==> src/design/lps_pkg.sv <==
// Shared types and constants for the line pixel stepper.
package lps_pkg;

  localparam int COORD_BITS = 16;
  localparam int LEN_W      = COORD_BITS + 1;
  localparam int PIX_W      = 17;
  localparam int COLOR_W    = 24;
  localparam int WIN_W      = 15;
  localparam int ADDR_W     = 3;
  localparam int DATA_W     = 32;

  localparam logic [WIN_W-1:0] WIDTH_RESET  = WIN_W'(1920);
  localparam logic [WIN_W-1:0] HEIGHT_RESET = WIN_W'(1080);

  typedef enum logic {
    CMD_LOAD = 1'b0,
    CMD_STEP = 1'b1
  } command_t;

  typedef enum logic [1:0] {
    STATUS_IDLE     = 2'd0,
    STATUS_LOADED   = 2'd1,
    STATUS_REJECTED = 2'd2,
    STATUS_EMPTY    = 2'd3
  } status_t;

  typedef enum logic {
    REG_WIDTH  = 1'b0,
    REG_HEIGHT = 1'b1
  } reg_index_t;

  typedef struct packed {
    logic [WIN_W-1:0] width;
    logic [WIN_W-1:0] height;
  } window_t;

endpackage

==> src/design/line_pixel_stepper.sv <==
// Top level of the line pixel stepper: line setup, pixel stepping and result register.
// An accepted command's result is written into the output register on the following cycle.
// Throughput: one command per cycle unless stalled; a step command on an active line yields
// one pixel from the quotient and remainder accumulator, updated by add, compare, subtract.
// A command is taken while a result waits, as long as that result is taken in the same cycle.
// Reset clears the active line and the result valid flag and sets the window to 1920 by 1080.
module line_pixel_stepper import lps_pkg::*; (
  input  logic                         clk,
  input  logic                         rst,
  input  logic                         in_valid,
  output logic                         in_stall,
  input  logic                         command,
  input  logic signed [COORD_BITS-1:0] start_x,
  input  logic signed [COORD_BITS-1:0] start_y,
  input  logic signed [COORD_BITS-1:0] end_x,
  input  logic signed [COORD_BITS-1:0] end_y,
  input  logic        [COLOR_W-1:0]    line_color,
  output logic                         out_valid,
  input  logic                         out_stall,
  output logic                         pixel_valid,
  output logic signed [PIX_W-1:0]      pixel_x,
  output logic signed [PIX_W-1:0]      pixel_y,
  output logic        [COLOR_W-1:0]    pixel_color,
  output logic                         last_pixel,
  output logic        [1:0]            line_status,
  input  logic                         psel,
  input  logic                         penable,
  input  logic                         pwrite,
  input  logic        [ADDR_W-1:0]     paddr,
  input  logic        [DATA_W-1:0]     pwdata,
  output logic        [DATA_W-1:0]     prdata,
  output logic                         pready
);

  window_t window;

  lps_cfg_regs u_cfg_regs (
    .clk     (clk),
    .rst     (rst),
    .psel    (psel),
    .penable (penable),
    .pwrite  (pwrite),
    .paddr   (paddr),
    .pwdata  (pwdata),
    .prdata  (prdata),
    .pready  (pready),
    .window  (window)
  );

  // Line state.
  logic                         line_active, line_active_next;
  logic                         x_major;
  logic                         major_negative;
  logic                         minor_negative;
  logic signed [COORD_BITS-1:0] origin_x;
  logic signed [COORD_BITS-1:0] origin_y;
  logic        [LEN_W-1:0]      major_offset;
  logic        [LEN_W-1:0]      major_length;
  logic        [LEN_W-1:0]      minor_length;
  logic        [LEN_W-1:0]      minor_quotient;
  logic        [LEN_W-1:0]      minor_remainder;
  logic        [COLOR_W-1:0]    held_color;

  logic accept;
  logic do_load;
  logic do_setup;
  logic do_advance;

  assign in_stall = out_valid & out_stall;
  assign accept   = in_valid & ~in_stall;

  // Load path: deltas, magnitudes and trivial rejection.
  logic signed [LEN_W-1:0] dx, dy;
  logic        [LEN_W-1:0] ax, ay;
  logic signed [31:0]      sx_w, sy_w, ex_w, ey_w, win_w, win_h;
  logic                    rejected, empty_line, x_major_new;
  status_t                 load_status;

  always_comb begin
    dx    = LEN_W'(end_x) - LEN_W'(start_x);
    dy    = LEN_W'(end_y) - LEN_W'(start_y);
    ax    = dx[LEN_W-1] ? LEN_W'(-dx) : LEN_W'(dx);
    ay    = dy[LEN_W-1] ? LEN_W'(-dy) : LEN_W'(dy);
    sx_w  = 32'(start_x);
    sy_w  = 32'(start_y);
    ex_w  = 32'(end_x);
    ey_w  = 32'(end_y);
    win_w = signed'(32'(window.width));
    win_h = signed'(32'(window.height));
    rejected = (start_x[COORD_BITS-1] & end_x[COORD_BITS-1]) |
               (start_y[COORD_BITS-1] & end_y[COORD_BITS-1]) |
               ((sx_w > win_w) & (ex_w > win_w)) |
               ((sy_w > win_h) & (ey_w > win_h));
    empty_line  = (dx == '0) & (dy == '0);
    x_major_new = ax > ay;
    if (rejected) begin
      load_status = STATUS_REJECTED;
    end else if (empty_line) begin
      load_status = STATUS_EMPTY;
    end else begin
      load_status = STATUS_LOADED;
    end
  end

  // Step path: current pixel and accumulator update.
  logic signed [LEN_W:0] maj_off, mnr_off, px_full, py_full;
  logic        [LEN_W:0] rem_sum, offset_inc;
  logic                  rem_wrap, is_last;

  always_comb begin
    maj_off = major_negative ? -signed'({1'b0, major_offset})
                             :  signed'({1'b0, major_offset});
    mnr_off = minor_negative ? -signed'({1'b0, minor_quotient})
                             :  signed'({1'b0, minor_quotient});
    if (x_major) begin
      px_full = (LEN_W+1)'(origin_x) + maj_off;
      py_full = (LEN_W+1)'(origin_y) + mnr_off;
    end else begin
      px_full = (LEN_W+1)'(origin_x) + mnr_off;
      py_full = (LEN_W+1)'(origin_y) + maj_off;
    end
    offset_inc = {1'b0, major_offset} + (LEN_W+1)'(1);
    is_last    = offset_inc >= {1'b0, major_length};
    // The remainder stays below the major length, so one subtract keeps it in range.
    rem_sum    = {1'b0, minor_remainder} + {1'b0, minor_length};
    rem_wrap   = rem_sum >= {1'b0, major_length};
  end

  assign do_load    = accept & (command_t'(command) == CMD_LOAD);
  assign do_setup   = do_load & ~rejected & ~empty_line;
  assign do_advance = accept & (command_t'(command) == CMD_STEP) & line_active & ~is_last;

  always_comb begin
    line_active_next = line_active;
    if (do_load) begin
      line_active_next = do_setup;
    end else if (accept && line_active && is_last) begin
      line_active_next = 1'b0;
    end
  end

  always_ff @(posedge clk) begin
    if (rst) begin
      line_active <= 1'b0;
    end else begin
      line_active <= line_active_next;
    end
  end

  always_ff @(posedge clk) begin
    if (do_setup) begin
      x_major         <= x_major_new;
      major_negative  <= x_major_new ? dx[LEN_W-1] : dy[LEN_W-1];
      minor_negative  <= x_major_new ? dy[LEN_W-1] : dx[LEN_W-1];
      major_length    <= x_major_new ? ax : ay;
      minor_length    <= x_major_new ? ay : ax;
      origin_x        <= start_x;
      origin_y        <= start_y;
      major_offset    <= '0;
      minor_quotient  <= '0;
      minor_remainder <= '0;
      held_color      <= line_color;
    end else if (do_advance) begin
      major_offset <= offset_inc[LEN_W-1:0];
      if (rem_wrap) begin
        minor_remainder <= LEN_W'(rem_sum - {1'b0, major_length});
        minor_quotient  <= minor_quotient + LEN_W'(1);
      end else begin
        minor_remainder <= rem_sum[LEN_W-1:0];
      end
    end
  end

  // Result register.
  always_ff @(posedge clk) begin
    if (rst) begin
      out_valid <= 1'b0;
    end else if (accept) begin
      out_valid <= 1'b1;
    end else if (!out_stall) begin
      out_valid <= 1'b0;
    end
  end

  always_ff @(posedge clk) begin
    if (accept) begin
      if (command_t'(command) == CMD_LOAD) begin
        pixel_valid <= 1'b0;
        pixel_x     <= '0;
        pixel_y     <= '0;
        pixel_color <= '0;
        last_pixel  <= 1'b0;
        line_status <= load_status;
      end else if (line_active) begin
        pixel_valid <= 1'b1;
        pixel_x     <= PIX_W'(px_full);
        pixel_y     <= PIX_W'(py_full);
        pixel_color <= held_color;
        last_pixel  <= is_last;
        line_status <= STATUS_LOADED;
      end else begin
        pixel_valid <= 1'b0;
        pixel_x     <= '0;
        pixel_y     <= '0;
        pixel_color <= '0;
        last_pixel  <= 1'b0;
        line_status <= STATUS_IDLE;
      end
    end
  end

endmodule

==> src/design/lps_cfg_regs.sv <==
// APB-style register file holding the rejection window edges.
module lps_cfg_regs import lps_pkg::*; (
  input  logic              clk,
  input  logic              rst,
  input  logic              psel,
  input  logic              penable,
  input  logic              pwrite,
  input  logic [ADDR_W-1:0] paddr,
  input  logic [DATA_W-1:0] pwdata,
  output logic [DATA_W-1:0] prdata,
  output logic              pready,
  output window_t           window
);

  logic       write_en;
  reg_index_t reg_sel;

  assign pready   = 1'b1;
  assign write_en = psel & penable & pwrite & pready;
  assign reg_sel  = reg_index_t'(paddr[2]);

  always_ff @(posedge clk) begin
    if (rst) begin
      window.width  <= WIDTH_RESET;
      window.height <= HEIGHT_RESET;
    end else if (write_en) begin
      case (reg_sel)
        REG_WIDTH:  window.width  <= pwdata[WIN_W-1:0];
        REG_HEIGHT: window.height <= pwdata[WIN_W-1:0];
        default:    window.width  <= window.width;
      endcase
    end
  end

  always_comb begin
    case (reg_sel)
      REG_WIDTH:  prdata = DATA_W'(window.width);
      REG_HEIGHT: prdata = DATA_W'(window.height);
      default:    prdata = '0;
    endcase
  end

endmodule
==> config.mk <==
export PLATFORM = sky130hd
export DESIGN_NAME = line_pixel_stepper
export DESIGN_NICKNAME = d
export VERILOG_FILES = /design/src/design/lps_pkg.sv /design/src/design/line_pixel_stepper.sv /design/src/design/lps_cfg_regs.sv
export SDC_FILE = /design/constraint.sdc
export NUM_CORES = 1
export LEC_CHECK = 0
export ABC_AREA = 1
export BUFFER_PORTS_ARGS = -buffer_cell sky130_fd_sc_hd__buf_2
export CORE_AREA = 2 2 200 202
export CTS_CLUSTER_DIAMETER = 80
export CTS_CLUSTER_SIZE = 25
export DETAILED_ROUTE_END_ITERATION = 12
export DIE_AREA = 0 0 202 204
export GPL_TIMING_DRIVEN = 0
export PLACE_DENSITY = 0.7
export SETUP_SLACK_MARGIN = 0.15
export SLEW_MARGIN = 20
export SYNTH_ARGS = -nofsm -noshare
export SYNTH_HDL_FRONTEND = slang
export SYNTH_SLANG_ARGS = --single-unit
==> constraint.sdc <==
create_clock -name clk -period 10.6 [get_ports clk]
set_input_delay 1.59 -clock clk [delete_from_list [all_inputs] [get_ports clk]]
set_output_delay 1.59 -clock clk [all_outputs]
set_load 0.03 [all_outputs]
Word-level counts from Yosys, hierarchy flattened
Index checks and enable logic that the tools add are counted.
{"block": "totals", "output_inout_bits": 97, "ff_bits": 238, "wordCells": 97, "inputBits": 131}
{"block": "classes", "order_cmp": 7, "n_reduce_logical": 9, "addsub": 14, "mux": 21, "bitwise": 24, "n_eq_ne": 1}
{"cell": "17-bit 2-to-1 mux", "n": 9}
{"cell": "16-bit by 17-bit adder with 17-bit output", "n": 4}
{"cell": "17-bit negator", "n": 4}
{"cell": "16-bit > comparator", "n": 4}
{"cell": "32-bit one-hot mux with 2 select lines", "n": 1}
{"cell": "18-bit by 17-bit greater-or-equal comparator with 1-bit output", "n": 2}
{"cell": "17-bit logical NOT", "n": 2}
{"cell": "16-bit by 16-bit subtractor with 17-bit output", "n": 2}
{"cell": "17-bit by 1-bit adder with 18-bit output, second input constant", "n": 1}
{"cell": "17-bit by 17-bit adder with 18-bit output", "n": 1}
{"cell": "17-bit by 1-bit adder with 17-bit output, second input constant", "n": 1}
{"cell": "17-bit > comparator", "n": 1}
{"cell": "17-bit subtractor", "n": 1}
{"cell": "1-bit AND", "n": 15}
{"cell": "1-bit 2-to-1 mux", "n": 8}
{"cell": "2-bit AND reduction", "n": 4}
{"cell": "2-bit 2-to-1 mux", "n": 3}
{"cell": "1-bit NOT", "n": 6}
{"cell": "1-bit OR", "n": 3}
{"cell": "1-bit logical AND", "n": 2}
{"cell": "2-bit by 1-bit inequality test with 1-bit output, second input constant", "n": 1}
{"cell": "2-bit nonzero test", "n": 1}

Depth between registers and ports, before layout
{"block": "logic_depth", "depth_word": 8, "mapped_depth": 32, "ltp_nobuf": 31}

Hierarchy
Synthesis repeated with hierarchy kept, for this count alone.
{"block": "hier_totals", "cells_unflattened": 2762, "hier_area_um2": 19578.8}
{"module": "line_pixel_stepper", "n_inst": 1, "cells_each": 2519, "seq_area_each_um2": 5715.5, "area_per_inst_um2": 18009.8}
{"module": "lps_cfg_regs", "n_inst": 1, "cells_each": 243, "seq_area_each_um2": 600.6, "area_per_inst_um2": 1569.0}

Worst setup path before layout
No wires, ideal clock.
{"block": "synth_path", "path_kind": "input to register", "start": "in out_stall", "end": "reg held_color[0] (enable)", "path_buffers": 1, "setup_time_ns": 0.378, "t_arrival_ns": 5.830, "slack_ns": 4.392, "cell_stages": 8, "required_ns": 10.222, "path_cell_list": "nand2_1 -> inv_1 -> nor2_1 -> nand2_1 -> nor2_1 -> nand2_4 -> inv_2 -> buf_6"}
{"block": "synth_between", "elab_chain_len": 6}
{"item": "start: declaration", "line": "line_pixel_stepper.sv:19", "text": "input logic out_stall,"}
{"item": "1-bit AND", "line": "line_pixel_stepper.sv:69", "text": "assign in_stall = out_valid & out_stall;"}
{"item": "named net in_stall", "line": "line_pixel_stepper.sv:11", "text": "output logic in_stall,"}
{"item": "1-bit NOT", "line": "line_pixel_stepper.sv:70", "text": "assign accept = in_valid & ~in_stall;"}
{"item": "1-bit AND", "line": "line_pixel_stepper.sv:70"}
{"item": "named net accept", "line": "line_pixel_stepper.sv:64", "text": "logic accept;"}
{"item": "1-bit AND", "line": "line_pixel_stepper.sv:129", "text": "assign do_load = accept & (command_t'(command) == CMD_LOAD);"}
{"item": "1-bit AND (2 in series)", "line": "line_pixel_stepper.sv:130", "text": "assign do_setup = do_load & ~rejected & ~empty_line;"}
{"item": "named net do_setup", "line": "line_pixel_stepper.sv:66", "text": "logic do_setup;"}
{"item": "end signal: assignment", "line": "line_pixel_stepper.sv:162", "text": "held_color <= line_color;"}
{"item": "end: declaration", "line": "line_pixel_stepper.sv:62", "text": "logic [COLOR_W-1:0] held_color;"}
The timed path passes the listed nets, and every way through them passes these cells.
A chain may end at the register's enable or synchronous reset.

Worst setup path in the final report
{"block": "layout_path", "start": "in start_y[0]", "end": "reg minor_negative, data pin"}
{"block": "layout_between", "elab_chain_len": 5}
{"item": "start: declaration", "line": "line_pixel_stepper.sv:14", "text": "input logic signed [COORD_BITS-1:0] start_y,"}
{"item": "16-bit by 16-bit subtractor with 17-bit output (*)", "line": "line_pixel_stepper.sv:81", "text": "dy = LEN_W'(end_y) - LEN_W'(start_y);"}
{"item": "17-bit negator", "line": "line_pixel_stepper.sv:83", "text": "ay = dy[LEN_W-1] ? LEN_W'(-dy) : LEN_W'(dy);"}
{"item": "17-bit 2-to-1 mux", "line": "line_pixel_stepper.sv:83"}
{"item": "17-bit > comparator", "line": "line_pixel_stepper.sv:95", "text": "x_major_new = ax > ay;"}
{"item": "1-bit 2-to-1 mux (*)", "line": "line_pixel_stepper.sv:154", "text": "minor_negative <= x_major_new ? dy[LEN_W-1] : dx[LEN_W-1];"}
{"item": "end signal: assignment", "line": "line_pixel_stepper.sv:154"}
{"item": "end: declaration", "line": "line_pixel_stepper.sv:54", "text": "logic minor_negative;"}
Every way passes the cells marked *; elsewhere a longest branch is shown, timed or not.

==> run_results.csv <==
group,metric,value,unit
global_route,grt_start_max_net_pins,103,
timing,hold_viol_final,0,
layout,nets,3281,
yosys,synth.most_common_cell,"nand2_1",
global_route,antenna_found_initial,0,
detailed_routing,drt_iter0_markers,1124,
cts,hold_buffers,0,
yosys,synth_cells,2714,
timing,tightest_slew,0.957,ns
global_route,grt_pass1_vias,17200,
power_and_ir_drop,power_density,152,nW/um2
floorplanning,coreArea,39200,um2
min_path,min_path_cells,2,
power_and_ir_drop,p_clk_frac,0.245,
floorplanning,placementRows,73,
cts,worst_skew_pair.late_latency,0.53,ns
place,place_congestion,0.936,
cts,htree_num_levels,1,
layout,area_growth,12.7,%
min_path,hp-start,"line_active$_SDFFE_PP0P_",
yosys,synthArstFlopShare,0,
power_and_ir_drop,p_switching,1.38,mW
power_and_ir_drop,leakagePower,11.2,nW
worst_setup_path,crit_arrival,6.21,ns
cts,cts_tree,"done",
worst_setup_path,timing.reg2reg.setup_slack,6.26,ns
worst_setup_path,slowest_delay,0.46,ns
flow_run,cap_violations,0,
yosys,synthDominantCellAreaShare,0.241,
worst_setup_path,r2r-start,"minor_length[8]$_DFFE_PP_",
detailed_routing,final_antenna_net_count,0,
worst_setup_path,crit_path_top_delay_cell,"clkbuf_1",
power_and_ir_drop,ir_drop,0.121,mV
timing,finalMaxSlewViolations,0,
place,placedCellCount,3447,
floorplanning,ioPinCount,228,
cts,cts_root_buf,"clkbuf_16",
yosys,yosys_warnings,0,
detailed_routing,routed_wl,56700,um
yosys,synth_edf_count,155,
layout,finalNonFillerCells,3483,
timing,setup-violations-final,0,
worst_setup_path,worst-setup-path-type,"input pin to flop",
yosys,netlist_top_cells_area,"edfxtp_1 24%, nand2_1 15%, ha_1 13%",
cts,cts_setup_buffers,0,
detailed_routing,wl_per_cell,16.3,um
power_and_ir_drop,intPower,1.94,mW
layout,drive_above_1_share,0.0963,
cts,clock_sinks,238,
cts,cts_resized,0,
timing,fin_crit_sh,0.565,
timing,skew,0.0179,ns
min_path,hp-class,"flop to flop",
min_path,hold_end,"line_active$_SDFFE_PP0P_",
run_status,outcome,"finished clean",
place,dp_hpwl,46700,um
worst_setup_path,crit_path_end_kind,"flop",
yosys,synth_seq_cells,238,
worst_setup_path,path_common_cell,"nand3_1",
global_route,track_usage,0.272,
yosys,synth_top_cell_by_area,"edfxtp_1",
cts,cts.reportedPaths.clkPinSlew,0.08,ns
timing,max_freq,0.167,GHz
timing,rsz0062_at_grt,"no",
global_route,grt_pass1_wl,89300,um
timing,final.setup.tns,0,ns
place,port_buffers,190,
power_and_ir_drop,power_frac_comb,0.421,
timing,min_period,5.99,ns
timing,slew-limit-headroom,0.362,
detailed_routing,firstDrtPassIters,6,
worst_setup_path,reg2reg_depth,21,
floorplanning,initial_core_util,0.493,
worst_setup_path,reg2reg_to,"minor_remainder[12]$_SDFFE_PP0P_",
yosys,synth_top_flop_cell,"edfxtp_1",
floorplanning,die_w,202,um
worst_setup_path,required,10.82,ns
floorplanning,die-area,41200,um2
power_and_ir_drop,p_seq_frac,0.334,
detailed_routing,drc,0,
worst_setup_path,critPathMaxFanout,10,
cts,cts_buffers,20,
detailed_routing,vias,18100,
layout,diodes,0,
detailed_routing,routed_via_density,5.21,
cts,cts_buffer_depth,3,
global_route,grt.overflow.total,0,
yosys,syn_area_per_cell,7.11,um2
yosys,yosys-top-cells-count,"749 x nand2_1, 430 x inv_1, 211 x nor2_1, 200 x ha_1, 188 x a21oi_1",
yosys,synthesis.area,19300,um2
yosys,yosysSeqAreaShare,0.327,
power_and_ir_drop,switching_share,0.415,
yosys,yosys.cell_types.count,46,
floorplanning,die_h,204,um
worst_setup_path,startpoint_type,"input pin",
## flip-flops by register name (all words and copies together) (netlist names)
register           count
held_color            24
last_pixel             1
line_active            1
line_status            2
major_length          17
major_negative         1
major_offset          17
minor_length          17
minor_negative         1
minor_quotient        17
minor_remainder       17
origin_x              16
origin_y              16
out_valid              1
pixel_color           24
pixel_valid            1
pixel_x               17
pixel_y               17
u_cfg_regs.window     30
x_major                1
## cells by family (layout without fill, tap and decap cells)
logic type               Yosys count  after routing  share of synthesized area
AO/OA/AOI/OAI                    430            430                      0.120
AND/OR/NAND/NOR                 1226           1226                      0.264
flip-flops                       238            238                      0.327
adder cells (fa/ha/maj)          206            206                      0.136
other                              2             18                   0.000389
XOR/XNOR                         104            104                     0.0472
buffers and inverters            508            736                      0.106
## power groups by stage
| stage | clock, mW | sequential (mW) | combinational, mW |
|---|---|---|---|
| finish | 0.813 | 1.11 | 1.39 |
| detailed placement | 0 | 1.13 | 1.37 |
| global placement | 0 | 1.13 | 1.34 |
| global route | 0.863 | 1.11 | 1.57 |
| CTS | 0.827 | 1.11 | 1.38 |
| floorplan | 0 | 1.14 | 0.967 |
## stage by stage
step | utilization | hold slack [ns] | power [mW] | setup slack (ns) | cell area, um2
after floorplan | - | 0.461 | 2.11 | 4.39 | 19400
after global placement | 0.535 | 0.461 | 2.47 | 2.57 | 21000
after detailed placement | 0.537 | 0.476 | 2.50 | 4.16 | 21000
after CTS | 0.555 | 0.508 | 3.31 | 4.70 | 21700
after global routing | 0.555 | 0.517 | 3.54 | 4.28 | 21700
final | 0.555 | 0.504 | 3.32 | 4.61 | 21700
## area by class of cell
cell class,instances,area (um2)
sequential,238,6320
inverter,432,1620
multi-input combinational,1984,11000
tap,525,657
buffer,76,427
timing repair buffer,192,998
clock inverter,15,194
clock buffer,21,526
fill,3764,17400
## worst max-delay path, delay by kind of cell
kind | cells | cell delay (ns)
XOR/XNOR | 1 | 0.27
AO/OA/AOI/OAI | 4 | 0.69
buffers and inverters | 6 | 1.35
AND/OR/NAND/NOR | 13 | 1.38
adder cells (fa/ha/maj) | 3 | 0.92
## routing by layer
metal  part of all wire  GRT usage
met1               0.46      0.368
met2               0.46      0.462
met3              0.049     0.0231
met4              0.029     0.0885
met5                  0          0
## worst max path at each step
stage / end / from / slack (ns)
after global placement: held_color[19]$_DFFE_PP_ / out_stall / 2.57
after global routing: minor_negative$_DFFE_PP_ / start_y[0] / 4.28
after CTS: minor_negative$_DFFE_PP_ / start_y[0] / 4.70
after detailed placement: minor_negative$_DFFE_PP_ / start_y[0] / 4.16
final: minor_negative$_DFFE_PP_ / start_y[0] / 4.61
after floorplan: held_color[0]$_DFFE_PP_ / out_stall / 4.39
## placed cells by master, fill, tap and decap left out, types with 7 or more instances in the layout
cell	synthesis	layout
a211oi_1	7	7
a21o_1	9	9
a21oi_1	188	188
and2_1	9	9
buf_2	8	198
buf_4	23	23
clkbuf_1	33	33
clkbuf_16	0	21
conb_1	2	18
dfxtp_1	83	83
edfxtp_1	155	155
ha_1	200	200
inv_1	430	430
nand2_1	749	749
nand3_1	164	164
nand3b_1	12	12
nand4_1	34	34
nor2_1	211	210
nor3_1	26	26
o21a_1	25	25
o21ai_0	181	181
xnor2_1	12	12
xor2_1	92	92
Power figures use the tool's default switching activity.
